**src/design/move_to_front_codec_defines.svh**
```systemverilog
// Assertion macros for the move-to-front codec, used by mtf_ctrl.
// No dependencies; expects clk and rst_n in the scope of each use.
`ifndef MOVE_TO_FRONT_CODEC_DEFINES_SVH
`define MOVE_TO_FRONT_CODEC_DEFINES_SVH

// Same-cycle implication, disabled while in reset.
`define MTF_ASSERT_NOW(lbl, ante, cons, msg) \
  lbl: assert property (@(posedge clk) disable iff (!rst_n) (ante) |-> (cons)) \
    else $error(msg);

// Next-cycle implication, disabled while in reset.
`define MTF_ASSERT_NEXT(lbl, ante, cons, msg) \
  lbl: assert property (@(posedge clk) disable iff (!rst_n) (ante) |=> (cons)) \
    else $error(msg);

`endif

```
**src/design/mtf_pkg.sv**
```systemverilog
// Shared types and constants for the move-to-front codec.
// No dependencies; used by mtf_cell, mtf_ctrl and move_to_front_codec.
package mtf_pkg;

  localparam int NUM_CELLS = 256;
  localparam int SYM_W     = 8;

  typedef logic [SYM_W-1:0] sym_t;

  typedef enum logic [1:0] {
    CMD_NONE,
    CMD_INJECT,
    CMD_SHIFT,
    CMD_IDENT
  } cmd_op_t;

  // Broadcast from the sequencer to every cell.
  typedef struct packed {
    cmd_op_t op;
    sym_t    key;   // search symbol (encode) or list position (decode)
    sym_t    sym;   // symbol entering the front on a shift
  } cmd_t;

  // Forward wave used for encoding.
  typedef struct packed {
    logic vld;
    logic found;
    sym_t data;
    sym_t pos;
  } fwd_t;

  // Backward lane used for decoding.
  typedef struct packed {
    logic vld;
    sym_t data;
  } lane_t;

  typedef enum logic [2:0] {
    S_IDLE,
    S_ENC_START,
    S_ENC_WAIT,
    S_DEC_START,
    S_DEC_WAIT,
    S_FIN
  } state_t;

endpackage

```
**src/design/mtf_cell.sv**
```systemverilog
// One entry of the recency list with its wave and lane stages.
// Depends on mtf_pkg.
module mtf_cell #(
  parameter int IDX = 0
) (
  input  logic           clk,
  input  logic           rst_n,
  input  mtf_pkg::cmd_t  cmd,
  input  mtf_pkg::sym_t  prev_val,
  output mtf_pkg::sym_t  val,
  input  mtf_pkg::fwd_t  fwd_in,
  output mtf_pkg::fwd_t  fwd_out,
  input  mtf_pkg::lane_t lane_in,
  output mtf_pkg::lane_t lane_out
);

  localparam mtf_pkg::sym_t IDX_L = mtf_pkg::SYM_W'(IDX);

  mtf_pkg::sym_t  val_r, val_nxt;
  mtf_pkg::fwd_t  fwd_r, fwd_nxt;
  mtf_pkg::lane_t lane_r, lane_nxt;
  logic           live;
  logic           hit;

  always_comb begin
    live = fwd_in.vld && !fwd_in.found;
    hit  = live && (val_r == cmd.key);

    val_nxt = val_r;
    if (cmd.op == mtf_pkg::CMD_IDENT) begin
      val_nxt = IDX_L;
    end else if (cmd.op == mtf_pkg::CMD_SHIFT && IDX_L <= cmd.key) begin
      val_nxt = prev_val;
    end else if (live) begin
      val_nxt = fwd_in.data;
    end

    fwd_nxt.vld   = fwd_in.vld;
    fwd_nxt.found = fwd_in.found | hit;
    fwd_nxt.data  = val_r;
    fwd_nxt.pos   = hit ? IDX_L : fwd_in.pos;

    if (cmd.op == mtf_pkg::CMD_INJECT && cmd.key == IDX_L) begin
      lane_nxt.vld  = 1'b1;
      lane_nxt.data = val_r;
    end else begin
      lane_nxt = lane_in;
    end
  end

  always_ff @(posedge clk) begin
    if (!rst_n) begin
      val_r  <= IDX_L;
      fwd_r  <= '0;
      lane_r <= '0;
    end else begin
      val_r  <= val_nxt;
      fwd_r  <= fwd_nxt;
      lane_r <= lane_nxt;
    end
  end

  assign val      = val_r;
  assign fwd_out  = fwd_r;
  assign lane_out = lane_r;

endmodule

```
**config.mk**
```make
export PLATFORM = sky130hd
export DESIGN_NAME = mtf_cell
export DESIGN_NICKNAME = d
export VERILOG_FILES = /design/src/design/move_to_front_codec_defines.svh /design/src/design/mtf_pkg.sv /design/src/design/mtf_cell.sv
export SDC_FILE = /design/constraint.sdc
export NUM_CORES = 1
export LEC_CHECK = 0
export ABC_CLOCK_PERIOD_IN_PS = 1600
export BUFFER_PORTS_ARGS = -buffer_cell sky130_fd_sc_hd__buf_2
export CORE_ASPECT_RATIO = 1.25
export CORE_MARGIN = 2
export CORE_UTILIZATION = 42
export CTS_CLUSTER_SIZE = 30
export DETAILED_ROUTE_END_ITERATION = 10
export PLACE_DENSITY = 0.78
export SLEW_MARGIN = 40
export SYNTH_ARGS = -nofsm -noshare
export SYNTH_HDL_FRONTEND = slang
export SYNTH_SLANG_ARGS = --single-unit
```
**constraint.sdc**
```tcl
create_clock -name clk -period 1.6 [get_ports clk]
set_input_delay 0.32 -clock clk [delete_from_list [all_inputs] [get_ports clk]]
set_output_delay 0.32 -clock clk [all_outputs]
set_load 0.02 [all_outputs]
```
* Yosys cells after proc, flatten, opt, wreduce, memory -nomap -nowiden
Cells that the tools add are included.
** Operators by class
- Mux-type cells :: 3
- Reduce and logical (&&, ||, !) cells :: 9
- Magnitude comparators :: 1
- Bitwise operators :: 2
- Eq/ne operators :: 4
** Operators with widths (count)
- $mux W8 :: 2
- $mux W9 :: 1
- $eq A8 B8 Y1 :: 1
- $le A1 B8 Y1 const A :: 1
- $logic_not A8 Y1 :: 1
- $eq A2 B2 Y1 const B :: 2
- $logic_and A1 B1 Y1 :: 4
- $reduce_or A2 Y1 :: 2
- $eq A2 B1 Y1 const B :: 1
- $reduce_bool A2 Y1 :: 1
- $logic_not A1 Y1 :: 1
- $not A1 Y1 :: 1
- $or A1 B1 Y1 :: 1
** Storage, ports and cells
- Register bits after elaboration :: 35
- Input bits :: 55
- Output and inout port bits :: 35
- Logic and storage cells :: 26

* Longest topological paths before layout
- Depth in word-level cells :: 4
- Gate-level depth with buffers :: 5
- Mapped depth without buffers :: 3

* Least setup slack after synthesis
OpenSTA, ideal clock, no wires.
- Path kind :: input to register
- From :: input cmd[11] (netlist bit)
- To :: register lane_r (netlist bit lane_out[0])
- Library setup time :: 0.122 ns
- Path buffers :: 1
- Data arrival time :: 1.261 ns
- Stages on the path :: 4
- Path slack :: 0.217 ns
- Data required time :: 1.478 ns
- Cell sequence :: or4_4 buf_6 o31ai_1 a21oi_1
** On the way
- Longest elaborated chain between the ends :: 3
** RTL lines
- from (decl) :: line mtf_cell.sv:8 : input mtf_pkg::cmd_t cmd,
- $logic_not A8 Y1 :: line mtf_cell.sv:43 : if (cmd.op == mtf_pkg::CMD_INJECT && cmd.key == IDX_L) begin
- $logic_and A1 B1 Y1 :: line mtf_cell.sv:43
- $mux W9 :: line mtf_cell.sv:43
- to (signal assigned) :: line mtf_cell.sv:59 : lane_r <= lane_nxt;
- to (decl) :: line mtf_cell.sv:21 : mtf_pkg::lane_t lane_r, lane_nxt;
No other way between the ends.
A chain may end at the register's enable or synchronous reset.

* Final worst setup path
- From :: register val_r[0] (netlist: val[0])
- To :: register fwd_r (netlist bit fwd_out[0])
** On the way
- Longest elaborated chain between the ends :: 3
** RTL lines
- from (decl) :: line mtf_cell.sv:19 : mtf_pkg::sym_t val_r, val_nxt;
- from (signal assigned) :: line mtf_cell.sv:57 : val_r <= val_nxt;
- $eq A8 B8 Y1 :: line mtf_cell.sv:27 : hit = live && (val_r == cmd.key);
- $logic_and A1 B1 Y1 :: line mtf_cell.sv:27
- $reduce_or A2 Y1 (no line)
- to (signal assigned) :: line mtf_cell.sv:58 : fwd_r <= fwd_nxt;
- to (decl) :: line mtf_cell.sv:20 : mtf_pkg::fwd_t fwd_r, fwd_nxt;
No other way between the ends.

==> flow_summary.ini <==
[status]
outcome = complete, no violations

[setup_path]
slowest_stage = nor4_4
rrSetupSlack_ns = 0.19
slowest_delay_ns = 0.56
end_kind = register
cp_cell_sequence = xor2_1 -> nor4_4 -> a31oi_1
worst_setup_path_start_kind = register
cp_max_fo = 9
worst_ep_required_time_ns = 1.74
path_class = reg -> reg
reg2reg_depth = 3
r2r-end = fwd_out[0]
cp_data_arrival_time_ns = 1.55
worstReg2RegStart = val[0]

[power]
internal_power_mw = 1.37
pwr-share-clk_pct = 32.1
seqPwrFrac_pct = 49.9
switching_power_mw = 0.521
comb_power_share_pct = 18.0
irDropWorstVdd_uv = 654
swShare_pct = 27.6
p_per_area_mw_per_mm2 = 947
p_leak_nw = 0.960

[placement]
place_congestion = 0.748
dpl.hpwl_um = 2970
port_buffers = 81

[global_routing]
grt_max_degree = 14
grt_pass1_vias = 1396
grt_overflow = 0
grt_first_pass_wirelength_um = 5980
gr-usage-all-layers_pct = 19.5
antenna_found_initial = 0

[clocking]
clk_pin_slew_ns = 0.07
clkLatencyLatePin_ns = 0.29
htree_levels = 2
clock_sinks = 35
cts_tree = built
cts_resized = 0
cts_setup_buffers = 0
cts_made_buffers = 5
hold_buffers = 0
clockRootBuffer = clkbuf_8
cts_buffer_depth = 2

[sta]
maxSlewViolCount = 0
slew_headroom_pct = 62.4
tightestPinTransition_ns = 0.559
hold_viol_final = 0
fmax_mhz = 711
skew_ns = 0.00781
setup_tns_ns = 0
rsz0062_at_grt = false
holdWs_ns = 0.257
post-route-period-util_pct = 87.9
setup_viol = 0
min_period_ns = 1.41

[route]
wl_per_cell_um = 13.8
remaining_drc_errors = 0
dr.first_iter.drc_count = 31
drt-total-wl_um = 3770
drtPass1Iterations = 4
vias = 1399
antenna_left = 0
vias_per_cell = 5.11

[floorplanning]
die_area_mm2 = 0.00400
die_y_um = 70.2
die_w_um = 57.0
core_mm2 = 0.00342
start_util_pct = 43.1
io_pins = 90
rows = 24

[synth]
yosys-top-cells-area = dfxtp_1 48%, mux2i_1 5.4%, and2_1 4.2%
syn_nets = 206
yosys.area.top_type = dfxtp_1
ys_ff_latch = 35
synth.cell_area_mm2 = 0.00147
ys_types = 30
avgSynthCellArea_um2 = 9.76
netlist.area_leader.share_pct = 47.5
synth_warnings = 0
syn-instance-count = 151
seq_area_frac_synth_pct = 47.5

[job]
cap_violations = 0

[finish]
drive_above_1_share_pct = 43.8
n_antenna_cell = 0
regArea_um2 = 701
fillers = 339
nets = 289
multi_input_area_um2 = 664
mostFrequentLayoutCell = buf_2
utilization_pct = 58.3
syn_to_final_growth_pct = 35.3
final_cell_mix = 81 x buf_2, 35 x dfxtp_1, 12 x buf_4

[min_path]
min-delay-start = fwd_in[17]
holdPathStages = 2
min_path_type = in -> reg
whs_endpoint = fwd_out[17]
[worst max-delay path by stage]
stage | from | endpoint | slack (ns) | depth (start not counted)
final | val[0] | fwd_out[0] | 0.19 | 3
after global routing | val[0] | fwd_out[0] | 0.13 | 3
after CTS | val[0] | fwd_out[0] | 0.20 | 3
after detailed placement | cmd[17] | lane_out[1] | 0.005 | 4
after global placement | cmd[17] | lane_out[6] | 0.04 | 4
after floorplan | cmd[11] | lane_out[0] | 0.22 | 4
[area by class of cell]
type                            count  area share, %
Timing Repair Buffer               93           24.8
Clock buffer                        7           3.83
Tap cell                           39           2.45
Clock inverter                      1          0.251
Multi-Input combinational cell     98           33.3
Sequential cell                    35           35.1
Inverter                            1          0.188
[logic make-up after synthesis]
group | count (synthesis) | synth area share, %
flops | 35 | 47.5
simple gates | 48 | 19.5
xor+xnor | 8 | 4.75
compound gates | 34 | 15.4
mux | 8 | 5.43
buf+inv | 18 | 7.38
[through the flow]
stage                     setup WS (ns)  area [um^2]  cells  total power [mW]
after floorplan                   0.217         1470    151              1.16
after global placement           0.0408         1910    266              1.30
after detailed placement        0.00474         1910    266              1.30
after CTS                         0.204         1990    274              1.91
after global routing              0.132         1990    274              1.98
final                             0.193         1990    274              1.89
[per-layer routing]
metal / GRT usage [%] / wire (um)
met2: 34.4 / 1890
met5: 0 / 0
met4: 9.04 / 107
met3: 6.30 / 304
met1: 20.5 / 1470
[cells in the mapped netlist (all sizes together)]
library cell and instances:
mux2i 8, a31oi 9, a211oi 8, a32o 1, nor4b 1, or2 1, nor3 1, a21oi 8
xnor2 1, dfxtp 35, nand2 10, and2 10, clkbuf 5, nand4 8, nor2 10, or4 1
clkinv 1, o31ai 8, nor2b 1, nand2b 1, or4b 1, nor4 3, xor2 7, buf 12
[worst max-delay path, delay by kind of cell (launching register included)]
kind            cells  cell delay (ns)
compound gates      1             0.17
xor+xnor            1             0.19
flops               1             0.34
simple gates        1             0.56
[power by group through the flow]
| stage | Sequential, mW | Clock (mW) | Combinational [mW] |
|---|---|---|---|
| after floorplan | 1.00 | 0 | 0.161 |
| after global placement | 0.963 | 0 | 0.335 |
| after detailed placement | 0.963 | 0 | 0.341 |
| after CTS | 0.943 | 0.621 | 0.343 |
| after global routing | 0.947 | 0.658 | 0.372 |
| final | 0.942 | 0.607 | 0.340 |
[flip-flops by register name, summed over array words and instances, names as in the netlist]
register,cells
fwd_out,18
val,8
lane_out,9
Note: power is estimated with default switching activity, not from simulation.
