--- config.mk ---
export PLATFORM = sky130hd
export DESIGN_NAME = mtf_ctrl
export DESIGN_NICKNAME = d
export VERILOG_FILES = /design/src/design/mtf_pkg.sv /design/src/design/mtf_ctrl.sv
export VERILOG_INCLUDE_DIRS = /design/src /design/src/design
export SDC_FILE = /design/constraint.sdc
export NUM_CORES = 1
export LEC_CHECK = 0
export BUFFER_PORTS_ARGS = -buffer_cell sky130_fd_sc_hd__buf_2
export CORE_ASPECT_RATIO = 0.7
export CORE_MARGIN = 4
export CORE_UTILIZATION = 45
export CTS_BUF_LIST = sky130_fd_sc_hd__clkbuf_8 sky130_fd_sc_hd__clkbuf_16
export DETAILED_ROUTE_END_ITERATION = 12
export PLACE_DENSITY_LB_ADDON = 0.2
export SYNTH_ARGS = -nofsm -noshare
export SYNTH_HDL_FRONTEND = slang
export SYNTH_SLANG_ARGS = --single-unit
--- constraint.sdc ---
create_clock -name clk -period 4.1 [get_ports clk]
set_input_delay 0.41 -clock clk [delete_from_list [all_inputs] [get_ports clk]]
set_output_delay 0.41 -clock clk [all_outputs]
set_load 0.1 [all_outputs]
--- src/design/move_to_front_codec_defines.svh ---
// Assertion macros for the move-to-front codec, used by mtf_ctrl.
// No dependencies; expects clk and rst_n in the scope of each use.
`ifndef MOVE_TO_FRONT_CODEC_DEFINES_SVH
`define MOVE_TO_FRONT_CODEC_DEFINES_SVH

// Same-cycle implication, disabled while in reset.
`define MTF_ASSERT_NOW(lbl, ante, cons, msg) \
  lbl: assert property (@(posedge clk) disable iff (!rst_n) (ante) |-> (cons)) \
    else $error(msg);

// Next-cycle implication, disabled while in reset.
`define MTF_ASSERT_NEXT(lbl, ante, cons, msg) \
  lbl: assert property (@(posedge clk) disable iff (!rst_n) (ante) |=> (cons)) \
    else $error(msg);

`endif

--- src/design/mtf_pkg.sv ---
// Shared types and constants for the move-to-front codec.
// No dependencies; used by mtf_cell, mtf_ctrl and move_to_front_codec.
package mtf_pkg;

  localparam int NUM_CELLS = 256;
  localparam int SYM_W     = 8;

  typedef logic [SYM_W-1:0] sym_t;

  typedef enum logic [1:0] {
    CMD_NONE,
    CMD_INJECT,
    CMD_SHIFT,
    CMD_IDENT
  } cmd_op_t;

  // Broadcast from the sequencer to every cell.
  typedef struct packed {
    cmd_op_t op;
    sym_t    key;   // search symbol (encode) or list position (decode)
    sym_t    sym;   // symbol entering the front on a shift
  } cmd_t;

  // Forward wave used for encoding.
  typedef struct packed {
    logic vld;
    logic found;
    sym_t data;
    sym_t pos;
  } fwd_t;

  // Backward lane used for decoding.
  typedef struct packed {
    logic vld;
    sym_t data;
  } lane_t;

  typedef enum logic [2:0] {
    S_IDLE,
    S_ENC_START,
    S_ENC_WAIT,
    S_DEC_START,
    S_DEC_WAIT,
    S_FIN
  } state_t;

endpackage

--- src/design/mtf_ctrl.sv ---
// Sequencer: handshakes, mode register, command broadcast, result register.
// Depends on mtf_pkg and move_to_front_codec_defines.svh.
`include "move_to_front_codec_defines.svh"

module mtf_ctrl (
  input  logic           clk,
  input  logic           rst_n,
  input  logic           in_valid,
  output logic           in_ready,
  input  mtf_pkg::sym_t  in_byte,
  input  logic           in_block_end,
  output logic           out_valid,
  input  logic           out_ready,
  output mtf_pkg::sym_t  out_byte,
  output logic           out_last,
  input  logic           cfg_valid,
  output logic           cfg_ready,
  input  logic           cfg_decode_mode,
  output mtf_pkg::cmd_t  cmd,
  output mtf_pkg::fwd_t  fwd_head,
  input  mtf_pkg::fwd_t  fwd_tail,
  input  mtf_pkg::lane_t lane_head
);

  mtf_pkg::state_t state_r, state_nxt;
  mtf_pkg::sym_t   key_r;
  logic            last_r;
  mtf_pkg::sym_t   res_r, res_nxt;
  logic            decode_mode_r;
  logic            out_valid_r;
  mtf_pkg::sym_t   out_byte_r;
  logic            out_last_r;
  logic            out_load;
  logic            in_accept;

  assign in_ready  = (state_r == mtf_pkg::S_IDLE);
  assign in_accept = in_valid && in_ready;
  assign cfg_ready = 1'b1;

  always_comb begin
    state_nxt = state_r;
    res_nxt   = res_r;
    out_load  = 1'b0;
    cmd.op    = mtf_pkg::CMD_NONE;
    cmd.key   = key_r;
    cmd.sym   = lane_head.data;
    fwd_head  = '0;
    case (state_r)
      mtf_pkg::S_IDLE: begin
        if (in_valid) begin
          state_nxt = decode_mode_r ? mtf_pkg::S_DEC_START : mtf_pkg::S_ENC_START;
        end
      end
      mtf_pkg::S_ENC_START: begin
        fwd_head.vld  = 1'b1;
        fwd_head.data = key_r;
        state_nxt     = mtf_pkg::S_ENC_WAIT;
      end
      mtf_pkg::S_ENC_WAIT: begin
        if (fwd_tail.vld) begin
          res_nxt   = fwd_tail.found ? fwd_tail.pos : '0;
          state_nxt = mtf_pkg::S_FIN;
        end
      end
      mtf_pkg::S_DEC_START: begin
        cmd.op    = mtf_pkg::CMD_INJECT;
        state_nxt = mtf_pkg::S_DEC_WAIT;
      end
      mtf_pkg::S_DEC_WAIT: begin
        if (lane_head.vld) begin
          res_nxt   = lane_head.data;
          cmd.op    = mtf_pkg::CMD_SHIFT;
          state_nxt = mtf_pkg::S_FIN;
        end
      end
      mtf_pkg::S_FIN: begin
        if (!out_valid_r || out_ready) begin
          out_load  = 1'b1;
          state_nxt = mtf_pkg::S_IDLE;
          if (last_r) begin
            cmd.op = mtf_pkg::CMD_IDENT;
          end
        end
      end
      default: begin
        state_nxt = mtf_pkg::S_IDLE;
      end
    endcase
  end

  always_ff @(posedge clk) begin
    if (!rst_n) begin
      state_r       <= mtf_pkg::S_IDLE;
      decode_mode_r <= 1'b0;
      out_valid_r   <= 1'b0;
    end else begin
      state_r <= state_nxt;
      if (cfg_valid && cfg_ready) begin
        decode_mode_r <= cfg_decode_mode;
      end
      if (out_load) begin
        out_valid_r <= 1'b1;
      end else if (out_ready) begin
        out_valid_r <= 1'b0;
      end
    end
  end

  always_ff @(posedge clk) begin
    res_r <= res_nxt;
    if (in_accept) begin
      key_r  <= in_byte;
      last_r <= in_block_end;
    end
    if (out_load) begin
      out_byte_r <= res_r;
      out_last_r <= last_r;
    end
  end

  assign out_valid = out_valid_r;
  assign out_byte  = out_byte_r;
  assign out_last  = out_last_r;

  `MTF_ASSERT_NOW(a_wave_end_in_wait, fwd_tail.vld, state_r == mtf_pkg::S_ENC_WAIT, "encode wave left the row outside its wait state")
  `MTF_ASSERT_NOW(a_wave_always_hits, fwd_tail.vld, fwd_tail.found, "symbol missing from recency list")
  `MTF_ASSERT_NOW(a_lane_in_wait, lane_head.vld, state_r == mtf_pkg::S_DEC_WAIT, "decode lane arrived outside its wait state")
  `MTF_ASSERT_NEXT(a_accept_starts, in_accept, state_r == mtf_pkg::S_ENC_START || state_r == mtf_pkg::S_DEC_START, "accepted transaction did not start")

endmodule

# After elaboration in Yosys (flattened, before gate mapping)

Cells that the tools add are included.

Flip-flop bits (word level): 31
Output and inout bits: 48
Memory bits (writable): 0
Input bits: 42
Latch bits: 0
Bits in read-only memories: 0
Word-level logic and storage cells: 45
Memories kept: 0

Div/mod/pow operators: 0
Reduce and logical (&&, ||, !) cells: 8
Shift-type cells: 0
Muxes and demuxes: 20
Equal/unequal tests: 9
Order comparisons: 0
Multipliers: 0
Bitwise operators: 0
Add/sub/neg operators: 0

Operator list:

| kind                                          | count |
|---|---|
| 2-to-1 mux 8 bit                              | 4 |
| case mux 3 bit (6 select lines)               | 1 |
| case mux 8 bit (2 select lines)               | 1 |
| 2-to-1 mux 3 bit                              | 4 |
| 2-to-1 mux 2 bit                              | 4 |
| != test 2 bit, second input constant          | 4 |
| == test 3 x 2 -> 1 bit, second input constant | 2 |
| == test 3 bit, second input constant          | 2 |
| case mux 2 bit (3 select lines)               | 1 |
| 2-to-1 mux 1 bit                              | 5 |
| AND reduction 4 bit                           | 1 |
| nonzero test 2 bit                            | 2 |
| == test 3 x 1 -> 1 bit, second input constant | 1 |
| zero test 3 bit                               | 1 |
| AND reduction 3 bit                           | 1 |
| logical AND 1 bit                             | 1 |
| zero test 1 bit                               | 1 |
| logical OR 1 bit                              | 1 |

# Longest topological paths before layout

Gate-level depths: netlist of the first run.

Word-level depth: 5
Gate-level depth with buffers: 5

# Worst setup path before layout of the first run

OpenSTA, ideal clock, no wires.

Path kind: register -> register
From: register state_r[0]
To: register key_r[0] (enable)
Setup slack: 0.653 ns
Data required time: 3.761 ns
Library setup time: 0.339 ns
Arrival time: 3.108 ns
Stages on the path, launching flop included: 4
Path buffers: 1
Clock period less this slack: 3.447 ns
Cells stage by stage: dfxtp_1 buf_2 nor3_1 and2_1

Cells in the longest elaborated chain, start to end: 2

RTL lines:

| what                   | RTL line        | source |
|---|---|---|
| from (decl)            | mtf_ctrl.sv:25  | `mtf_pkg::state_t state_r, state_nxt;` |
| from (signal assigned) | mtf_ctrl.sv:93  | `state_r <= mtf_pkg::S_IDLE;` |
| from (signal assigned) | mtf_ctrl.sv:97  | `state_r <= state_nxt;` |
| zero test 3 bit        | mtf_ctrl.sv:36  | `assign in_ready = (state_r == mtf_pkg::S_IDLE);` |
| via in_ready           | mtf_ctrl.sv:9   | `output logic in_ready,` |
| logical AND 1 bit      | mtf_ctrl.sv:37  | `assign in_accept = in_valid && in_ready;` |
| via in_accept          | mtf_ctrl.sv:34  | `logic in_accept;` |
| to (signal assigned)   | mtf_ctrl.sv:112 | `key_r <= in_byte;` |
| to (decl)              | mtf_ctrl.sv:26  | `mtf_pkg::sym_t key_r;` |

The timed path passes the listed nets, and every way through them passes these cells.
A chain may end at the register's enable or synchronous reset.

==> results of run 1 <==
[stage by stage]
step | setup WS, ps | utilization (%)
2_1_floorplan | 653 | -
3_3_place_gp | 2040 | 57.8
3_5_place_dp | 1990 | 57.8
4_1_cts | 1680 | 61.6
5_1_grt | 1510 | 61.6
6_report | 1710 | 61.6
[per-layer routing]
layer	part of all wire, %	up-vias
li1	-	519
met1	40	469
met2	50	44
met3	9.3	6
met4	1.2	0
met5	0	-
[cell type report]
class	count	area (um2)
Clock inverter	3	38.8
Multi-Input combinational cell	74	390
Clock buffer	5	68.8
Sequential cell	31	881
Fill cell	255	1120
Tap cell	36	45.0
Inverter	2	7.51
Timing Repair Buffer	71	355
[cell usage after synthesis]
cell type | instances | area share [%]
mux2i_1 | 2 | 1.4
buf_1 | 1 | 0.27
conb_1 | 2 | 0.53
dfxtp_1 | 5 | 7.1
o21ai_0 | 8 | 2.8
inv_2 | 1 | 0.27
o311ai_1 | 1 | 0.62
a21oi_1 | 5 | 1.8
o21a_1 | 1 | 0.53
nor3b_2 | 1 | 0.89
nand3_1 | 2 | 0.71
o21ai_1 | 1 | 0.35
and2_1 | 9 | 4.0
a211oi_1 | 1 | 0.53
and3_1 | 1 | 0.44
edfxtp_1 | 26 | 55
buf_2 | 3 | 1.1
nor2b_1 | 1 | 0.44
nor3_2 | 1 | 0.71
nand2b_1 | 3 | 1.3
buf_4 | 19 | 10
nand3b_1 | 1 | 0.53
nor2_1 | 3 | 0.80
nor3_1 | 1 | 0.35
or4_1 | 2 | 1.1
nand2_1 | 19 | 5.1
nor4b_1 | 1 | 0.62
inv_1 | 1 | 0.27
[path summary, 6_finish.rpt]
kind | startpoint | to | depth (start not counted)
setup / recovery | state_r[0] | fwd_head[10] | 4
hold / removal | in_byte[1] | key_r[1] | 1
setup reg to reg | state_r[2] | res_r[3] | 3
hold reg to reg | res_r[4] | out_byte[4] | 0
[flip-flops by register name, summed over array words and instances (netlist names)]
| signal | cells |
|---|---|
| decode_mode_r | 1 |
| state_r | 3 |
| key_r | 8 |
| last_r | 1 |
| out_valid | 1 |
| res_r | 8 |
| out_byte | 8 |
| out_last | 1 |
[critical path: stages (launching register included)]
cell	delay, ps
dfxtp_1	570
inv_2	110
nor3_2	410
and2_1	190
buf_2	420
[cell usage in the layout (no fill, tap or decap)]
cell	synthesis	layout
nand3b_1	1	1
or4_1	2	2
a211oi_1	1	1
nand2_1	19	19
bufinv_16	0	1
o21ai_1	1	1
nand3_1	2	2
conb_1	2	10
inv_1	1	1
a21oi_1	5	5
nor2b_1	1	1
and2_1	9	9
edfxtp_1	26	26
dfxtp_1	5	5
o21ai_0	8	8
nor3b_2	1	1
o21a_1	1	1
nor2_1	3	3
and3_1	1	1
nor3_2	1	1
mux2i_1	2	2
inv_2	1	1
clkinv_2	0	1
nand2b_1	3	3
clkinv_1	0	1
clkbuf_8	0	5
buf_2	3	71
o311ai_1	1	1
nor4b_1	1	1
nor3_1	1	1
[cell families after synthesis]
| group | share of synthesized area, % |
|---|---|
| AOI/OAI and AO/OA | 6.65 |
| buffers and inverters | 12.0 |
| DFF | 62.5 |
| muxes | 1.42 |
| other | 0.533 |
| and+or+nand+nor | 16.9 |
[power by group]
part           switching [W]  internal [W]  leakage, nW  total, W
Combinational       0.000295     0.0000502        0.455  0.000345
Clock               0.000106      0.000178       0.0556  0.000284
Sequential         0.0000181      0.000372        0.282  0.000391
Total               0.000419      0.000600        0.793   0.00102
==> metrics.txt, run 1 <==
status=complete, no violations; die height=~55 um; Clock Tree Buf Depth=2; Final min period=2390 ps; Residual DRC=0; RSZ-0062 raised after global routing=false; Final HPWL DP=2.29 mm; sequential fraction of the synthesis area=62.5%; H-tree depth=2; WL final=2.89 mm; peak supply drop=approximately 0.54 mV; post-route cell area=between 0.0015 and 0.002 mm2; placed instance area=0.00168 mm2; Pleak=a little under 0.8 nW; mean post-synth cell area=around 12 um2; CP Class=register to output pin; layer with the highest usage=met2; GR Util met2=23.3%; largest net degree at the start of global routing=17; YS warnings=0; number of max-cap violations=0; Placeable Area=0.00290 mm2; GR Util met1=17.8%; Post-CTS Setup Inserts=0; hold buffers post-CTS=0; Initial Utilization=between 40% and 50%; Ports=90; die area=approximately 0.0041 mm2; antenna violations before repair=0; Post-Synthesis Cells=122; Layout area overhead=26.7%; number of global-route vias before repair=967; clock sinks=31; Hold Crit Class=input pin to register; TritonCTS clock tree=built; Rel. slew slack=45.7%; GRT Util Overall=15.0%; pwr dens=570 mW/mm2; Final Non-Filler Cells=222; worst-margin pin slew=roughly 810 ps; clk_skew=7.22 ps; Worst Setup Start Kind=register; Cell Area, Synth=about 0.0014 mm2; post-DR vias/cell=4.68; CP arrival=roughly 2000 ps; Hold Slack=303 ps; CP Max Fanout=13; Final Hold Viols=0; fraction of layout cells with a size suffix above 1=43.5%; first-pass GRT wire length=4.35 mm; Max Slew Vio Count=0; Num CTS Buffers=5; die width=about 75 um; Cells after DPL=214; RD Place Congestion=0.857; CP Data Required Time=roughly 3700 ps; IO buf count=71; WL/cell=~13 um; Clock transition at path regs=60 ps; Clk Latency, worst-skew pair=280 ps; FF-to-FF setup slack=2230 ps; cts repair resizes=0; Final nets=227; fmax=0.419 GHz; FP Rows=16; total power=0.00102 W; Detailed Routing Iterations Pass 1=4; routing usage on met3=under 10%; via count=1038; Synth cell types=28; final setup vio count=0; drt initial violations=66; final worst-path cycle share=58.2%; Final ANT Viol Nets=0; Overflow after GRT=0; Antenna diodes=0; Critical Path Sink Type=output pin; root buffer cell=clkbuf_8; setup TNS=0 ps; #FFs+latches synth=31
No activity file was read; power rests on OpenSTA's default activity.
==> run 2: changes to the inputs <==
CORE_UTILIZATION = 42   (was 45)
clock period = 2.48 ns   (was 4.1 ns; I/O delays follow)
==> metrics.txt, run 2 (same netlist as run 1, synthesis figures left out) <==
Clock Tree Buf Depth=2; CP Max Fanout=13; Final min period=2200 ps; Detailed Routing Iterations Pass 1=4; die width=77.3 um; Pleak=0.808 nW; H-tree depth=2; number of global-route vias before repair=roughly 950; final setup vio count=0; RD Place Congestion=0.824; FP Rows=17; clk_skew=approximately 2.8 ps; cts repair resizes=0; first-pass GRT wire length=4.42 mm; Final HPWL DP=2.20 mm; Placeable Area=~0.0032 mm2; combinational power share=between 30% and 40%; Antenna diodes=0; GR Util met1=between 15 and 20%; GRT Util Overall=13.0%; Residual DRC=0; post-route cell area=0.00183 mm2; Power Internal=0.00100 W; routing usage on met3=4.97%; status=complete, no violations; IO buf count=71; antenna violations before repair=0; Ports=90; peak supply drop=between 0.6 and 0.7 mV; Psw=0.000701 W; Overflow after GRT=0; clock sinks=31; WL/cell=12.4 um; register area=881 um2; Critical Path Sink Type=output pin; via count=~1000; Final ANT Viol Nets=0; CP Class=register to output pin; Final nets=229; Hold Crit Class=input pin to register; Final Hold Viols=0; largest net degree at the start of global routing=17; Seq pwr share=38.2%; commonest non-fill, non-tap cell in the layout=buf_2; setup TNS=0 ps; Post-CTS Setup Inserts=0; die height=56.5 um; fmax=around 0.45 GHz; Num CTS Buffers=5; root buffer cell=clkbuf_8; drt initial violations=47; post-DR vias/cell=4.57; final worst-path cycle share=88.8%; WL final=about 2.8 mm; placed instance area=0.00172 mm2; Initial Utilization=44.2%; Clock transition at path regs=60 ps; Clk Latency, worst-skew pair=270 ps; fraction of layout cells with a size suffix above 1=between 40 and 50%; number of max-cap violations=0; die area=0.00436 mm2; GR Util met2=20.3%; area used by multi-input combinational logic=415 um2; switch share=41.2%; TritonCTS clock tree=built; Fillers=around 280; hold buffers post-CTS=0; Layout area overhead=29.7%; Largest stage delay, worst path=610 ps; most frequent cells in the layout=71 x buf_2, 26 x edfxtp_1, 19 x nand2_1, 10 x conb_1, 9 x and2_1; layer with the highest usage=met2; RSZ-0062 raised after global routing=false; clock power share=around 28%; pwr dens=931 mW/mm2; Max Slew Vio Count=0; Worst Setup Start Kind=register; CP Data Required Time=between 2000 and 2500 ps; CP arrival=1950 ps; cells along the critical path=inv_2 > nor3_4 > and2_1 > buf_2; slowest CP cell=dfxtp_1
-- run 2: final timing paths --
check | start | end | slack, ps | depth (start not counted)
min | in_byte[3] | key_r[3] | 150 | 1
min reg2reg | res_r[3] | out_byte[3] | 420 | 0
max reg2reg | state_r[2] | out_last | 780 | 2
max | state_r[0] | fwd_head[14] | 280 | 4
-- run 2: metal layers --
layer / share of wire [%] / up-vias
li1: - / 521
met1: 42 / 459
met2: 48 / 45
met3: 8.4 / 7
met4: 1.6 / 0
met5: 0 / -
-- run 2: stage by stage --
step                total power [W]  worst slack [ps]  std cells  utilization, %  hold slack [ps]
global route                0.00178              80.9        226            57.3              123
CTS                         0.00172               268        226            57.3              134
finish                      0.00170               277        226            57.3              148
detailed placement          0.00125               573        218            54.0              405
global placement            0.00124               613        218            54.0              401
floorplan                   0.00118              21.5        130               -              347
-- run 2: layout make-up --
cell class,count,share of cell area (%)
Multi-Input combinational cell,74,22.7
Timing Repair Buffer,73,20.2
Inverter,2,0.410
Clock inverter,3,2.12
Clock buffer,5,3.76
Tap cell,38,2.60
Sequential cell,31,48.2
-- run 2: power groups by stage --
stage	clock network (W)	logic, W	registers (W)
after CTS	0.000485	0.000586	0.000651
final	0.000468	0.000584	0.000651
after global routing	0.000513	0.000608	0.000656
after global placement	0	0.000582	0.000659
after detailed placement	0	0.000585	0.000662
after floorplan	0	0.000416	0.000763
-- run 2: critical path, delay by kind of cell (launching register included) --
family	cells	cell delay, ps
flip-flops	1	610
buffers and inverters	2	550
AND/OR/NAND/NOR	2	510
==> run 3: changes to the inputs <==
CORE_MARGIN = 1.5   (was 4)
SKIP_CTS_REPAIR_TIMING = 1   (was default)
==> metrics.txt, run 3 (same netlist as run 1, synthesis figures left out) <==
Max Slew Vio Count=0; Pleak=slightly above 0.8 nW; IO buf count=71; Initial Utilization=44.5%; Reg-to-Reg End=out_last; commonest non-fill, non-tap cell in the layout=buf_2; Num CTS Buffers=5; pwr dens=approximately 930 mW/mm2; final worst-path cycle share=89.1%; Final Hold Viols=0; Hold Startpoint=in_byte[0]; drt initial violations=65; clk_skew=3.52 ps; setup TNS=0 ps; CP Max Fanout=13; Layout area overhead=29.7%; Clock transition at path regs=60 ps; Overflow after GRT=0; die height=between 50 and 60 um; Cells after DPL=218; Final ANT Viol Nets=0; clock sinks=31; post-DR vias/cell=4.59; final setup vio count=0; Worst Setup Start Kind=register; Ports=90; Residual DRC=0; antenna violations before repair=0; number of max-cap violations=0; Critical Path Sink Type=output pin; Final Non-Filler Cells=226; most frequent cells in the layout=71 x buf_2, 26 x edfxtp_1, 19 x nand2_1, 10 x conb_1, 9 x and2_1; fraction of layout cells with a size suffix above 1=45.7%; root buffer cell=clkbuf_8; fmax=0.453 GHz; placed instance area=0.00172 mm2; post-route cell area=0.00183 mm2; FF-to-FF Start=state_r[2]; FP Rows=17; Antenna diodes=0; RD Place Congestion=about 0.8; TritonCTS clock tree=built; RSZ-0062 raised after global routing=false; CP Data Required Time=2230 ps; status=complete, no violations; CP Class=register to output pin; Hold Crit Class=input pin to register; Detailed Routing Iterations Pass 1=4; Clock Tree Buf Depth=2; largest net degree at the start of global routing=17; WL/cell=roughly 12 um; Clk Latency, worst-skew pair=280 ps; CP arrival=1960 ps; Placeable Area=0.00317 mm2; Fillers=about 300; FF-to-FF setup slack=about 790 ps; Final nets=229; Hold Slack=144 ps; Core Util, Final=57.7%; die area=0.00372 mm2; R2R depth=2; via count=1038; first-pass GRT wire length=4.02 mm; GRT Util Overall=14.8%; Final min period=about 2200 ps; Hold Path End=key_r[0]; hold path depth=1; peak supply drop=0.574 mV; WL final=around 2.6 mm; die width=72.3 um; H-tree depth=2; Final HPWL DP=slightly above 2 mm; number of global-route vias before repair=953
-- run 3: cell counts in the layout (fill, tap and decap cells not counted) --
No cell type changed its count.
-- run 3: worst max-delay path by stage --
stage / slack [ps] / endpoint / startpoint
detailed placement: 540 / fwd_head[14] / state_r[0]
global route: 120 / fwd_head[14] / state_r[0]
floorplan: 20 / fwd_head[10] / state_r[1]
finish: 270 / fwd_head[14] / state_r[0]
global placement: 620 / fwd_head[14] / state_r[0]
CTS: 240 / fwd_head[14] / state_r[0]
-- run 3: critical path, cell delays in order (launching register included) --
cell and delay, ps:
dfxtp_1 610, inv_2 140, nor3_4 330, and2_1 180, buf_2 420
-- run 3: layout make-up --
type | count | area, um2 | area share (%)
Clock inverter | 3 | 38.8 | 2.12
Tap cell | 38 | 47.5 | 2.60
Inverter | 2 | 7.51 | 0.410
Multi-Input combinational cell | 74 | 415 | 22.7
Timing Repair Buffer | 73 | 370 | 20.2
Sequential cell | 31 | 881 | 48.2
Clock buffer | 5 | 68.8 | 3.76
-- run 3: power breakdown --
part / leakage (nW) / internal, W / switching, W
clock network: 0.0556 / 0.000293 / 0.000175
registers: 0.282 / 0.000615 / 0.0000349
logic: 0.471 / 0.0000934 / 0.000491
total: 0.808 / 0.00100 / 0.000700
-- run 3: metrics by stage --
step | total power, W | setup slack (ps)
after floorplan | 0.00118 | 21.5
after global placement | 0.00124 | 616
after detailed placement | 0.00125 | 538
after CTS | 0.00172 | 242
after global routing | 0.00177 | 119
final | 0.00170 | 271
-- run 3: per-layer routing --
layer	GRT usage (%)	routed length (um)	vias up
met5	0	0	-
met4	5.35	21	0
met3	7.10	188	4
met2	23.9	1310	48
met1	17.3	1120	463
li1	-	-	523
